**config.mk**
```make
export PLATFORM = sky130hd
export DESIGN_NAME = prescaled_reloading_timer_core
export DESIGN_NICKNAME = d
export VERILOG_FILES = /design/src/rtl/core/prt_pkg.sv /design/src/rtl/core/prt_timer_regs.sv /design/src/rtl/core/prescaled_reloading_timer_core.sv
export VERILOG_INCLUDE_DIRS = /design/src /design/src/rtl/core
export SDC_FILE = /design/constraint.sdc
export NUM_CORES = 1
export LEC_CHECK = 0
export ABC_AREA = 1
export BUFFER_PORTS_ARGS = -buffer_cell sky130_fd_sc_hd__buf_2
export CAP_MARGIN = 20
export CORE_ASPECT_RATIO = 0.6
export CORE_MARGIN = 5
export CORE_UTILIZATION = 60
export CTS_CLUSTER_SIZE = 28
export DETAILED_ROUTE_END_ITERATION = 10
export GPL_TIMING_DRIVEN = 0
export PLACE_DENSITY_LB_ADDON = 0.3
export RECOVER_POWER = 100
export SLEW_MARGIN = 0
export SYNTH_ARGS = -nofsm -noshare
export SYNTH_HDL_FRONTEND = slang
export SYNTH_SLANG_ARGS = --single-unit
```
**constraint.sdc**
```tcl
create_clock -name i_clk -period 2.6 [get_ports i_clk]
set_input_delay 0 -clock i_clk [delete_from_list [all_inputs] [get_ports i_clk]]
set_output_delay 0 -clock i_clk [all_outputs]
set_load 0.03 [all_outputs]
```
**src/rtl/core/prescaled_reloading_timer_core_assert.svh**
```systemverilog
// Assertion macros shared by the timer core modules
`ifndef PRESCALED_RELOADING_TIMER_CORE_ASSERT_SVH
`define PRESCALED_RELOADING_TIMER_CORE_ASSERT_SVH

`ifndef SYNTHESIS
// same-cycle implication, checked outside reset
`define PRT_ASSERT_NOW(label, clk, rst_n, ante, cons) \
    label: assert property (@(posedge clk) disable iff (!rst_n) (ante) |-> (cons)) \
        else $error("prt assertion failed");
// next-cycle implication, checked outside reset
`define PRT_ASSERT_NXT(label, clk, rst_n, ante, cons) \
    label: assert property (@(posedge clk) disable iff (!rst_n) (ante) |=> (cons)) \
        else $error("prt assertion failed");
`else
`define PRT_ASSERT_NOW(label, clk, rst_n, ante, cons)
`define PRT_ASSERT_NXT(label, clk, rst_n, ante, cons)
`endif

`endif

```
**src/rtl/core/prt_pkg.sv**
```systemverilog
// Types and constants for the prescaled reloading timer
package prt_pkg;

    localparam logic [1:0] OP_TICK  = 2'd0;
    localparam logic [1:0] OP_READ  = 2'd1;
    localparam logic [1:0] OP_WRITE = 2'd2;

    localparam logic [1:0] REG_DIV    = 2'd0;
    localparam logic [1:0] REG_CNT    = 2'd1;
    localparam logic [1:0] REG_RELOAD = 2'd2;
    localparam logic [1:0] REG_CTL    = 2'd3;

    localparam int unsigned CTL_EN_BIT = 2;
    localparam logic [4:0]  CTL_READ_ONES = 5'b11111;

    localparam logic [1:0] RATE_256 = 2'd0;
    localparam logic [1:0] RATE_4   = 2'd1;
    localparam logic [1:0] RATE_16  = 2'd2;
    localparam logic [1:0] RATE_64  = 2'd3;

    typedef struct packed {
        logic [1:0] op;
        logic [1:0] reg_sel;
        logic [7:0] wdata;
    } t_in_item;

    typedef struct packed {
        logic [7:0] rdata;
        logic       timer_irq;
    } t_out_item;

    // prescaler period for a rate select code
    function automatic logic [8:0] rate_limit(input logic [1:0] rate);
        logic [8:0] lim;
        case (rate)
            RATE_256: lim = 9'd256;
            RATE_4:   lim = 9'd4;
            RATE_16:  lim = 9'd16;
            default:  lim = 9'd64;
        endcase
        return lim;
    endfunction

endpackage

```
**src/rtl/core/prt_timer_regs.sv**
```systemverilog
// Timer state registers and per-word update and read logic
`include "prescaled_reloading_timer_core_assert.svh"

module prt_timer_regs
    import prt_pkg::*;
(
    input  logic      i_clk,
    input  logic      i_rst_n,
    input  logic      i_exec,
    input  t_in_item  i_item,
    output t_out_item o_result
);

    logic [13:0] r_div,      n_div;
    logic [7:0]  r_pre,      n_pre;
    logic [7:0]  r_cnt,      n_cnt;
    logic [7:0]  r_reload,   n_reload;
    logic [2:0]  r_ctl,      n_ctl;
    logic        r_irq_pend, n_irq_pend;

    logic [8:0] pre_inc;
    logic       running;
    logic       now_on;
    t_out_item  result;

    assign pre_inc = {1'b0, r_pre} + 9'd1;
    assign running = r_ctl[CTL_EN_BIT];
    assign now_on  = i_item.wdata[CTL_EN_BIT];

    always_comb begin
        n_div      = r_div;
        n_pre      = r_pre;
        n_cnt      = r_cnt;
        n_reload   = r_reload;
        n_ctl      = r_ctl;
        n_irq_pend = r_irq_pend;
        result     = '0;
        if (i_exec) begin
            unique case (i_item.op)
                OP_TICK: begin
                    result.timer_irq = r_irq_pend;
                    n_irq_pend       = 1'b0;
                    n_div            = r_div + 14'd1;
                    if (running) begin
                        if (pre_inc >= rate_limit(r_ctl[1:0])) begin
                            n_pre = '0;
                            if (r_cnt == 8'hff) begin
                                n_cnt      = r_reload;
                                n_irq_pend = 1'b1;
                            end else begin
                                n_cnt = r_cnt + 8'd1;
                            end
                        end else begin
                            n_pre = pre_inc[7:0];
                        end
                    end
                end
                OP_READ: begin
                    unique case (i_item.reg_sel)
                        REG_DIV:    result.rdata = r_div[13:6];
                        REG_CNT:    result.rdata = r_cnt;
                        REG_RELOAD: result.rdata = r_reload;
                        default:    result.rdata = {CTL_READ_ONES, r_ctl};
                    endcase
                end
                OP_WRITE: begin
                    unique case (i_item.reg_sel)
                        REG_DIV: n_div = '0;
                        REG_CNT: begin
                            n_cnt      = i_item.wdata;
                            n_pre      = '0;
                            n_irq_pend = 1'b0;
                        end
                        REG_RELOAD: begin
                            n_reload = i_item.wdata;
                            if (running) begin
                                n_pre = '0;
                            end
                        end
                        default: begin
                            // restart phase on start or on rate change while running
                            if (now_on && (!running || (i_item.wdata[1:0] != r_ctl[1:0]))) begin
                                n_pre = '0;
                            end
                            if (!now_on && running) begin
                                n_irq_pend = 1'b0;
                            end
                            n_ctl = i_item.wdata[2:0];
                        end
                    endcase
                end
                default: ;
            endcase
        end
    end

    always_ff @(posedge i_clk) begin
        if (!i_rst_n) begin
            r_div      <= '0;
            r_pre      <= '0;
            r_cnt      <= '0;
            r_reload   <= '0;
            r_ctl      <= '0;
            r_irq_pend <= 1'b0;
        end else begin
            r_div      <= n_div;
            r_pre      <= n_pre;
            r_cnt      <= n_cnt;
            r_reload   <= n_reload;
            r_ctl      <= n_ctl;
            r_irq_pend <= n_irq_pend;
        end
    end

    assign o_result = result;

    `PRT_ASSERT_NOW(a_irq_only_on_tick, i_clk, i_rst_n, i_exec && result.timer_irq, i_item.op == OP_TICK)
    `PRT_ASSERT_NOW(a_rdata_only_on_read, i_clk, i_rst_n, i_exec && (i_item.op != OP_READ), result.rdata == 8'd0)
    `PRT_ASSERT_NXT(a_cnt_write_clears, i_clk, i_rst_n, i_exec && (i_item.op == OP_WRITE) && (i_item.reg_sel == REG_CNT), (r_pre == 8'd0) && !r_irq_pend)
    `PRT_ASSERT_NXT(a_stopped_pre_holds, i_clk, i_rst_n, i_exec && !running && (i_item.op == OP_TICK), $stable(r_pre))

endmodule

```
**src/rtl/core/prescaled_reloading_timer_core.sv**
```systemverilog
// A word accepted into the input register has its result loaded into the result register as it moves on.
// Throughput: one word per cycle; the input register refills in the cycle its word moves on
// and holds while a result waits.
// The timer state updates as a word leaves the input register for the result register.
// Reset is synchronous and active low; it clears all timer state, stopping the timer,
// and empties both registers.
`include "prescaled_reloading_timer_core_assert.svh"

module prescaled_reloading_timer_core
    import prt_pkg::*;
(
    input  logic      i_clk,
    input  logic      i_rst_n,
    input  logic      i_in_valid,
    output logic      o_in_ready,
    input  t_in_item  i_in_item,
    output logic      o_out_valid,
    input  logic      i_out_ready,
    output t_out_item o_out_item
);

    logic      r_in_valid;
    t_in_item  r_in_item;
    logic      r_out_valid;
    t_out_item r_out_item;
    logic      advance;
    t_out_item result;

    assign advance    = r_in_valid && (!r_out_valid || i_out_ready);
    assign o_in_ready = !r_in_valid || advance;

    prt_timer_regs u_regs (
        .i_clk    (i_clk),
        .i_rst_n  (i_rst_n),
        .i_exec   (advance),
        .i_item   (r_in_item),
        .o_result (result)
    );

    always_ff @(posedge i_clk) begin
        if (!i_rst_n) begin
            r_in_valid  <= 1'b0;
            r_out_valid <= 1'b0;
        end else begin
            if (o_in_ready) begin
                r_in_valid <= i_in_valid;
            end
            if (advance) begin
                r_out_valid <= 1'b1;
            end else if (i_out_ready) begin
                r_out_valid <= 1'b0;
            end
        end
    end

    always_ff @(posedge i_clk) begin
        if (o_in_ready && i_in_valid) begin
            r_in_item <= i_in_item;
        end
        if (advance) begin
            r_out_item <= result;
        end
    end

    assign o_out_valid = r_out_valid;
    assign o_out_item  = r_out_item;

    `PRT_ASSERT_NXT(a_accept_fills_in, i_clk, i_rst_n, i_in_valid && o_in_ready, r_in_valid)
    `PRT_ASSERT_NXT(a_advance_fills_out, i_clk, i_rst_n, advance, r_out_valid)

endmodule

```
# After elaboration in Yosys (flattened, before gate mapping)
# Cells that the tools add are included.
# word_totals
inputBits	16
wordCells	85
out_inout_bits	11
regBits	65
# op_classes
add_sub_neg	3
mux	26
n_lt_le_gt_ge	1
n_eq_ne	17
bitwise_logic	1
n_reduce_logical	24
# op_table
op	n
$mux W8	8
$pmux W8 S3	2
$pmux W8 S2	2
$pmux W14 S2	1
$mux W9	3
$pmux W9 S3	1
$add A14 B1 Y14 const B	1
$mux W14	1
$add A8 B1 Y9 const B	1
$ge A9 B9 Y1	1
$reduce_and A3 Y1	3
$add A8 B1 Y8 const B	1
$eq A8 B8 Y1 const B	1
$ne A2 B1 Y1 const B	4
$eq A2 B1 Y1 const B	3
$eq A2 B2 Y1 const B	3
$logic_not A2 Y1	3
$mux W1	6
$reduce_and A6 Y1	1
$reduce_and A5 Y1	1
$logic_and A1 B1 Y1	4
$logic_not A1 Y1	4
$ne A2 B2 Y1 const B	2
$ne A4 B1 Y1 const B	1
10 further kinds	14

# Logic depth before layout (Yosys ltp)
# Gate-level depths: netlist (run 1).
# depth
ltp_word	9
mapped_depth	17

# Cells and area by module
# A second synthesis (run 1) with hierarchy kept.
# unflattened
hier_cells	456
area_unflattened_um2	3492.1
# modules_own_cells
mod	area_each_um2	seq_area_each_um2	n_inst	cells_each
prt_timer_regs	2766.4	840.8	1	422
prescaled_reloading_timer_core	725.7	670.6	1	34

# Least setup slack after synthesis (run 1)
# No wires, ideal clock.
# synth_timing
path_kind	flip-flop to flip-flop
startpoint	register u_regs.r_pre[1]
endpoint	register u_regs.r_cnt[0]
arrival_ps	2047
stages_incl_launch_ff	17
slack_ps	438
path_buffers	1
period_less_slack_ps	2162
cell_sequence	dfxtp_1 > ha_1 > nand2_1 > nor2_1 > nand3_1 > xor2_1 > inv_1 > ha_1 > nand4_1 > nor2_1 > nand2_1 > nand2_1 > nand2_2 > nand3_2 > buf_6 > a21oi_1 > nor2_1
# synth_between
elab_chain_len	4
# synth_rtl
element	line	source
from (decl)	prt_timer_regs.sv:15	logic [7:0] r_pre, n_pre;
from (signal assigned)	prt_timer_regs.sv:107	r_pre <= n_pre;
$add A8 B1 Y9	prt_timer_regs.sv:26	assign pre_inc = {1'b0, r_pre} + 9'd1;
$ge A9 B9 Y1	prt_timer_regs.sv:45	if (pre_inc >= rate_limit(r_ctl[1:0])) begin
$ne A2 B1 Y1 (no line)	-	
$reduce_and A5 Y1 (no line)	-	
to (signal assigned)	prt_timer_regs.sv:108	r_cnt <= n_cnt;
to (decl)	prt_timer_regs.sv:16	logic [7:0] r_cnt, n_cnt;
# Every way passes these cells.
# A chain may end at the register's enable or synchronous reset.

# Final worst setup path (run 1)
# layout_timing
startpoint	register u_regs.r_pre[1]
endpoint	register u_regs.r_cnt[5]
# Same word-level chain as after synthesis.

==> results of run 1 <==
placed cells by master, fill, tap and decap left out, types with 3 or more instances in the layout:
| cell | count |
|---|---|
| inv_1 | 51 |
| o21ai_0 | 44 |
| buf_2 | 13 |
| nor2_2 | 6 |
| or2_2 | 3 |
| nand3_1 | 37 |
| dlygate4sd3_1 | 16 |
| nand4_1 | 4 |
| xor2_1 | 3 |
| clkbuf_8 | 10 |
| dfxtp_1 | 42 |
| o211ai_1 | 4 |
| nand2_2 | 6 |
| edfxtp_1 | 21 |
| inv_2 | 5 |
| nor3_1 | 8 |
| ha_1 | 6 |
| clkbuf_1 | 18 |
| nand3_2 | 4 |
| nand2_1 | 80 |
| nor2_1 | 57 |
| a21oi_1 | 35 |
cells in the mapped netlist (3+ instances only):
library cell and n:
nand3_1 37, o211ai_1 4, edfxtp_1 21, inv_2 7
nand4_1 4, nand2_2 6, ha_1 7, nor2_1 54
clkbuf_1 3, nor2_2 10, o21ai_0 42, a21oi_1 35
nand2_1 80, o21ai_1 4, nor3_1 8, dfxtp_1 44
or2_2 3, nand3_2 5, inv_1 49, xor2_1 3
worst register-to-register path, cell delays in order (launching register included):
cell	delay, ns
dfxtp_4	0.37
ha_2	0.20
nand2_2	0.10
nor2_4	0.14
nand3_1	0.09
xor2_1	0.15
inv_1	0.09
ha_1	0.31
nand4_1	0.10
nor2_1	0.12
nand2_1	0.07
nand2_1	0.08
nand2_2	0.08
nand3_4	0.11
buf_8	0.15
nand3_2	0.08
nand2_1	0.07
nor2_1	0.04
what timing repair did:
item	4_1_cts	5_1_grt
gates resized for setup	0	9
buffers inserted	0	1
endpoints found under the hold margin	16	0
hold buffers	16	0
setup endpoints to repair	0	16
cell families (layout without fill, tap and decap cells):
group / after synthesis / after routing / share of synthesized area
DFF: 65 / 65 / 0.451
AOI/OAI and AO/OA: 92 / 92 / 0.146
buffers and inverters: 64 / 123 / 0.0788
xor gates and xnor gates: 5 / 5 / 0.0131
and+or+nand+nor: 211 / 211 / 0.285
adders and majority gates: 7 / 7 / 0.0261
metal layers:
| metal | part of all wire | GRT usage | up-vias |
|---|---|---|---|
| met1 | 0.47 | 0.329 | 1409 |
| li1 | - | - | 1585 |
| met4 | 0.013 | 0.0766 | 0 |
| met2 | 0.42 | 0.349 | 137 |
| met3 | 0.10 | 0.0556 | 14 |
| met5 | 0 | 0 | - |
layout make-up:
class | count | area share
sequential | 65 | 0.389
buffer | 8 | 0.0144
timing repair buffer | 43 | 0.0718
multi-input combinational | 315 | 0.405
clock buffer | 9 | 0.0318
tap | 69 | 0.0221
clock inverter | 7 | 0.0119
inverter | 56 | 0.0539
per-stage QoR:
stage          cell area (µm²)  total power [mW]  hold slack (ns)
6_report                  3900              2.02            0.356
5_1_grt                   3900              2.09            0.349
4_1_cts                   3900              2.03            0.332
3_5_place_dp              3570              1.27            0.178
3_3_place_gp              3570              1.27            0.176
2_1_floorplan             3350              1.22           0.0989
sequential cells by signal (all words and copies together) (netlist names), 3 cells and up:
register	flops
u_regs.r_div	14
r_in_item	12
o_out_item	9
u_regs.r_cnt	8
u_regs.r_pre	8
u_regs.r_reload	8
u_regs.r_ctl	3
where the power goes:
part           switching, mW  total, mW  internal (mW)
Combinational          0.109      0.172         0.0625
Clock                  0.407      0.750          0.343
Sequential            0.0209       1.09           1.07
Total                  0.537       2.02           1.48
worst min path at each step:
stage	startpoint	endpoint	slack, ns	depth (start not counted)
global placement	i_in_item[6]	r_in_item[6]	0.18	1
global route	i_in_item[1]	r_in_item[1]	0.35	2
CTS	i_in_item[1]	r_in_item[1]	0.33	2
finish	i_in_item[3]	r_in_item[3]	0.36	2
floorplan	i_in_item[0]	r_in_item[0]	0.1	0
detailed placement	i_in_item[5]	r_in_item[5]	0.18	1
==> impl_metrics.py, run 1 <==
metrics = {
    "layout": {
        "num-fill-cells": 448,
        "seq_area_um2": 1520,
        "multi_input_area_um2": 1580,
        "area_growth_pct": 16.5,
        "antenna_cells": 0,
        "final_core_util": 0.710,
        "layout-drive-gt1-share": 0.123,
        "num-nets-final": 521,
        "final_cells": 572,
    },
    "placement": {
        "dp_hpwl_um": 5750,
        "port_buffers": 26,
        "gp_congestion": 0.911,
        "placed_cells_incl_taps": 539,
        "place_ws_ns": 0.0466,
    },
    "synth": {
        "ys.warnings.count": 0,
        "syn-num-nets": 467,
        "netlist.area_leader.share": 0.263,
        "synth-main-ff-cell": "dfxtp_1",
        "synthDistinctLibCells": 34,
        "async_reset_ff_frac": 0,
        "synthCells": 444,
        "synth_edf_count": 21,
        "yosys.area.top_type": "dfxtp_1",
        "netlist_top_cells_area": "dfxtp_1 26%, edfxtp_1 19%, nand2_1 9.0%, o21ai_0 6.3%, nor2_1 6.1%",
        "ys_seq_elements": 65,
        "seq_area_frac_synth": 0.451,
        "avgSynthCellArea_um2": 7.54,
        "syn_area_um2": 3350,
    },
    "setup_path": {
        "cp_num_cells": 17,
        "slowest_delay_ns": 0.37,
        "cp_top_family": "simple AND/OR/NAND/NOR gates",
        "worstReg2RegEnd": "u_regs.r_cnt[5]",
        "worst_ep_arrival_time_ns": 2.68,
        "rrSetupSlack_ns": 0.16,
        "cp_cell_sequence": "ha_2 -> nand2_2 -> nor2_4 -> nand3_1 -> xor2_1 -> inv_1 -> ha_1 -> nand4_1 -> nor2_1 -> nand2_1 -> nand2_1 -> nand2_2 -> nand3_4 -> buf_8 -> nand3_2 -> nand2_1 -> nor2_1",
        "crit_required_ns": 2.84,
        "cp_max_fo": 10,
        "slowest_stage": "dfxtp_4",
        "crit_start": "u_regs.r_pre[1]",
        "crit_end": "u_regs.r_cnt[5]",
        "startpoint_type": "flip-flop",
        "cp-end-kind": "flip-flop",
        "cp_common_cell": "nand2_1",
        "rr_worst_depth": 17,
        "timing.rr.start": "u_regs.r_pre[1]",
        "path_buf_inv": 2,
        "path_class": "flip-flop to flip-flop",
    },
    "floorplan": {
        "start_util": 0.610,
        "rows": 21,
        "core_area_um2": 5490,
        "die_w_um": 106,
        "floorplan.die_area_um2": 7230,
        "die_y_um": 67.9,
        "ioPinCount": 27,
    },
    "grt": {
        "grt_max_degree": 13,
        "grt_pass1_vias": 2691,
        "track_usage": 0.231,
        "grt_antenna_before_repair": 0,
        "grt_first_pass_wirelength_um": 12900,
        "gr-total-overflow": 0,
    },
    "clocking": {
        "clk_pin_slew_ns": 0.07,
        "cts.sinks": 65,
        "h-tree-depth": 3,
        "cts_buffers": 9,
        "clkLatencyLatePin_ns": 0.35,
        "cts_tree": "done",
        "cts_buffer_depth": 2,
        "root_buffer": "clkbuf_8",
    },
    "timing": {
        "worst_slack_ns": 0.160,
        "worst_slew_pin_slew_ns": 0.534,
        "finClkSkew_ns": 0.00728,
        "min_period_over_period": 0.939,
        "final-setup-viol-count": 0,
        "tns_ns": 0,
        "drv_slew": 0,
        "fmax_mhz": 410,
        "relSlewSlack": 0.644,
        "hold_viol": 0,
        "finalCriticalPeriod_ns": 2.44,
    },
    "detailed_routing": {
        "ant_nets": 0,
        "wl_um": 8100,
        "vias": 3145,
        "viasPerCell": 5.50,
        "wl_per_cell_um": 14.2,
        "drtIter0Drc": 318,
        "drc": 0,
        "first_pass_iters": 5,
    },
    "pwr": {
        "pwr_density_cell_nw_per_um2": 517,
        "peakVddDrop_mv": 0.354,
        "p_leak_nw": 1.62,
    },
    "worst_hold_path": {
        "hp-class": "input port to flip-flop",
    },
    "run_status": {
        "status": "complete, no violations",
    },
    "run": {
        "drv_cap": 0,
    },
}
Power figures use the tool's default switching activity.
==> inputs of run 2 (changes only) <==
CORE_MARGIN = 2   (was 5)
clock period = 2.42 ns   (was 2.6 ns; I/O delays follow)
==> run 2 against run 1 <==
Clock-buffer cell count is the same. Die area down 14%. Sequential share of layout area down 1.2 points. Global-route usage is 3.7 points higher. Register-to-register slack got worse by 0.02 ns. Critical path type unchanged. Critical endpoint unchanged. Largest cell class unchanged.
==> impl_metrics.py, run 2 (synthesized netlist as in run 1, its figures left out) <==
metrics = {
    "floorplan": {
        "ioPinCount": 27,
        "floorplan.die_area_um2": 6220,
        "core_area_um2": 5490,
        "die_w_um": 100,
        "rows": 21,
        "start_util": 0.610,
        "die_y_um": 61.9,
    },
    "setup_path": {
        "worstReg2RegEnd": "u_regs.r_cnt[5]",
        "cp_max_fo": 5,
        "timing.rr.start": "u_regs.r_pre[0]",
        "startpoint_type": "flip-flop",
        "rrSetupSlack_ns": 0.14,
        "rr_worst_depth": 17,
        "worst_ep_arrival_time_ns": 2.53,
        "crit_required_ns": 2.67,
        "cp-end-kind": "flip-flop",
        "path_class": "flip-flop to flip-flop",
    },
    "pwr": {
        "peakVddDrop_mv": 0.393,
        "finalPower_mw": 2.40,
        "pwr_density_cell_nw_per_um2": 596,
        "p_leak_nw": 1.69,
    },
    "grt": {
        "grt_max_degree": 14,
        "gr-total-overflow": 0,
        "grt_pass1_vias": 2744,
        "track_usage": 0.268,
        "grt_first_pass_wirelength_um": 12500,
        "grt_antenna_before_repair": 0,
    },
    "placement": {
        "place_ws_ns": -0.0756,
        "dp_hpwl_um": 5800,
        "port_buffers": 26,
        "gp_congestion": 0.954,
    },
    "clocking": {
        "h-tree-depth": 3,
        "cts_buffers": 9,
        "root_buffer": "clkbuf_8",
        "cts.sinks": 65,
        "cts_tree": "done",
        "cts_buffer_depth": 2,
        "clkLatencyLatePin_ns": 0.35,
        "clk_pin_slew_ns": 0.08,
    },
    "timing": {
        "worst_slew_pin_slew_ns": 0.549,
        "relSlewSlack": 0.633,
        "finalCriticalPeriod_ns": 2.28,
        "tns_ns": 0,
        "final-setup-viol-count": 0,
        "min_period_over_period": 0.943,
        "hold_viol": 0,
        "drv_slew": 0,
        "fmax_mhz": 438,
        "finClkSkew_ns": 0.0106,
        "worst_slack_ns": 0.137,
    },
    "detailed_routing": {
        "vias": 3244,
        "drc": 0,
        "ant_nets": 0,
        "first_pass_iters": 5,
        "wl_um": 8190,
        "drtIter0Drc": 304,
        "wl_per_cell_um": 14.2,
        "viasPerCell": 5.62,
    },
    "layout": {
        "antenna_cells": 0,
        "num-fill-cells": 421,
        "largest_register_ffs": 14,
        "layout-drive-gt1-share": 0.142,
        "final_core_util": 0.733,
        "layout_common_cells": "79 x nand2_1, 57 x nor2_1, 51 x inv_1, 44 x o21ai_0, 42 x dfxtp_1",
        "top_register": "u_regs.r_div",
        "final_common_cell": "nand2_1",
        "num-nets-final": 526,
        "area_growth_pct": 20.1,
    },
    "run": {
        "drv_cap": 0,
    },
    "worst_hold_path": {
        "whs_endpoint": "r_in_item[2]",
        "hp-class": "input port to flip-flop",
        "holdPathStages": 2,
        "min_from": "i_in_item[2]",
    },
    "run_status": {
        "status": "complete, no violations",
    },
}
## run 2: cell count changes in the layout (fill, tap and decap cells not counted), sizes merged
cell / delta
buf: +7
bufinv: +2
clkbuf: -2
clkinv: -1
clkinvlp: -1
## run 2: how the worst max path moves through the flow
stage / start / to / slack, ns
floorplan: u_regs.r_pre[1] / u_regs.r_cnt[0] / 0.26
global placement: u_regs.r_pre[1] / u_regs.r_cnt[5] / -0.07
detailed placement: u_regs.r_pre[1] / u_regs.r_cnt[5] / -0.08
CTS: u_regs.r_pre[1] / u_regs.r_cnt[7] / 0.003
global route: u_regs.r_pre[2] / u_regs.r_cnt[5] / -0.02
finish: u_regs.r_pre[0] / u_regs.r_cnt[5] / 0.14
## run 2: final cells by class
cell class | instances | area (µm²) | share of cell area
plain buffers | 8 | 52.6 | 0.0131
clock buffers | 9 | 124 | 0.0308
clock inverters | 7 | 103 | 0.0255
inverters | 56 | 210 | 0.0522
multi-input cells | 315 | 1610 | 0.400
flip-flops and latches | 65 | 1520 | 0.377
well taps | 69 | 86.3 | 0.0215
repair buffers | 48 | 320 | 0.0796
## run 2: critical path, cell delays in order (launching register included)
cell and delay [ns]:
dfxtp_2 0.37, ha_4 0.16, nand2_4 0.07, nor2_4 0.13, nand3_1 0.09, xor2_1 0.15
inv_1 0.11, ha_4 0.28, nand4_1 0.09, nor2_1 0.11, nand2_1 0.07, nand2_1 0.07
nand2_2 0.09, nand3_4 0.11, buf_6 0.15, nand3_2 0.05, nand2_1 0.06, nor2_1 0.04
## run 2: per-stage QoR
step,cells,instance area (µm²),hold slack [ns]
4_1_cts,572,3970,0.336
5_1_grt,577,4020,0.350
2_1_floorplan,444,3350,0.0989
3_5_place_dp,539,3570,0.178
3_3_place_gp,539,3570,0.177
6_report,577,4020,0.351
## run 2: per-layer routing
metal | track usage | wire length (µm)
met1 | 0.372 | 3830
met2 | 0.412 | 3530
met3 | 0.0682 | 732
met4 | 0.104 | 104
met5 | 0 | 0
## run 2: power breakdown
| group | internal (mW) | switching [mW] | leakage, nW |
|---|---|---|---|
| registers | 1.15 | 0.0229 | 0.560 |
| logic | 0.0695 | 0.121 | 1.02 |
| clock network | 0.588 | 0.445 | 0.110 |
| total | 1.81 | 0.589 | 1.69 |
## run 2: repair_timing
action                     CTS  global route
pin swaps                    0             7
hold buffers                16             0
buffers inserted             0             5
hold endpoints to repair    16             0
gates resized for setup      4             9
setup endpoints to repair   14            16
cloned                       1             0
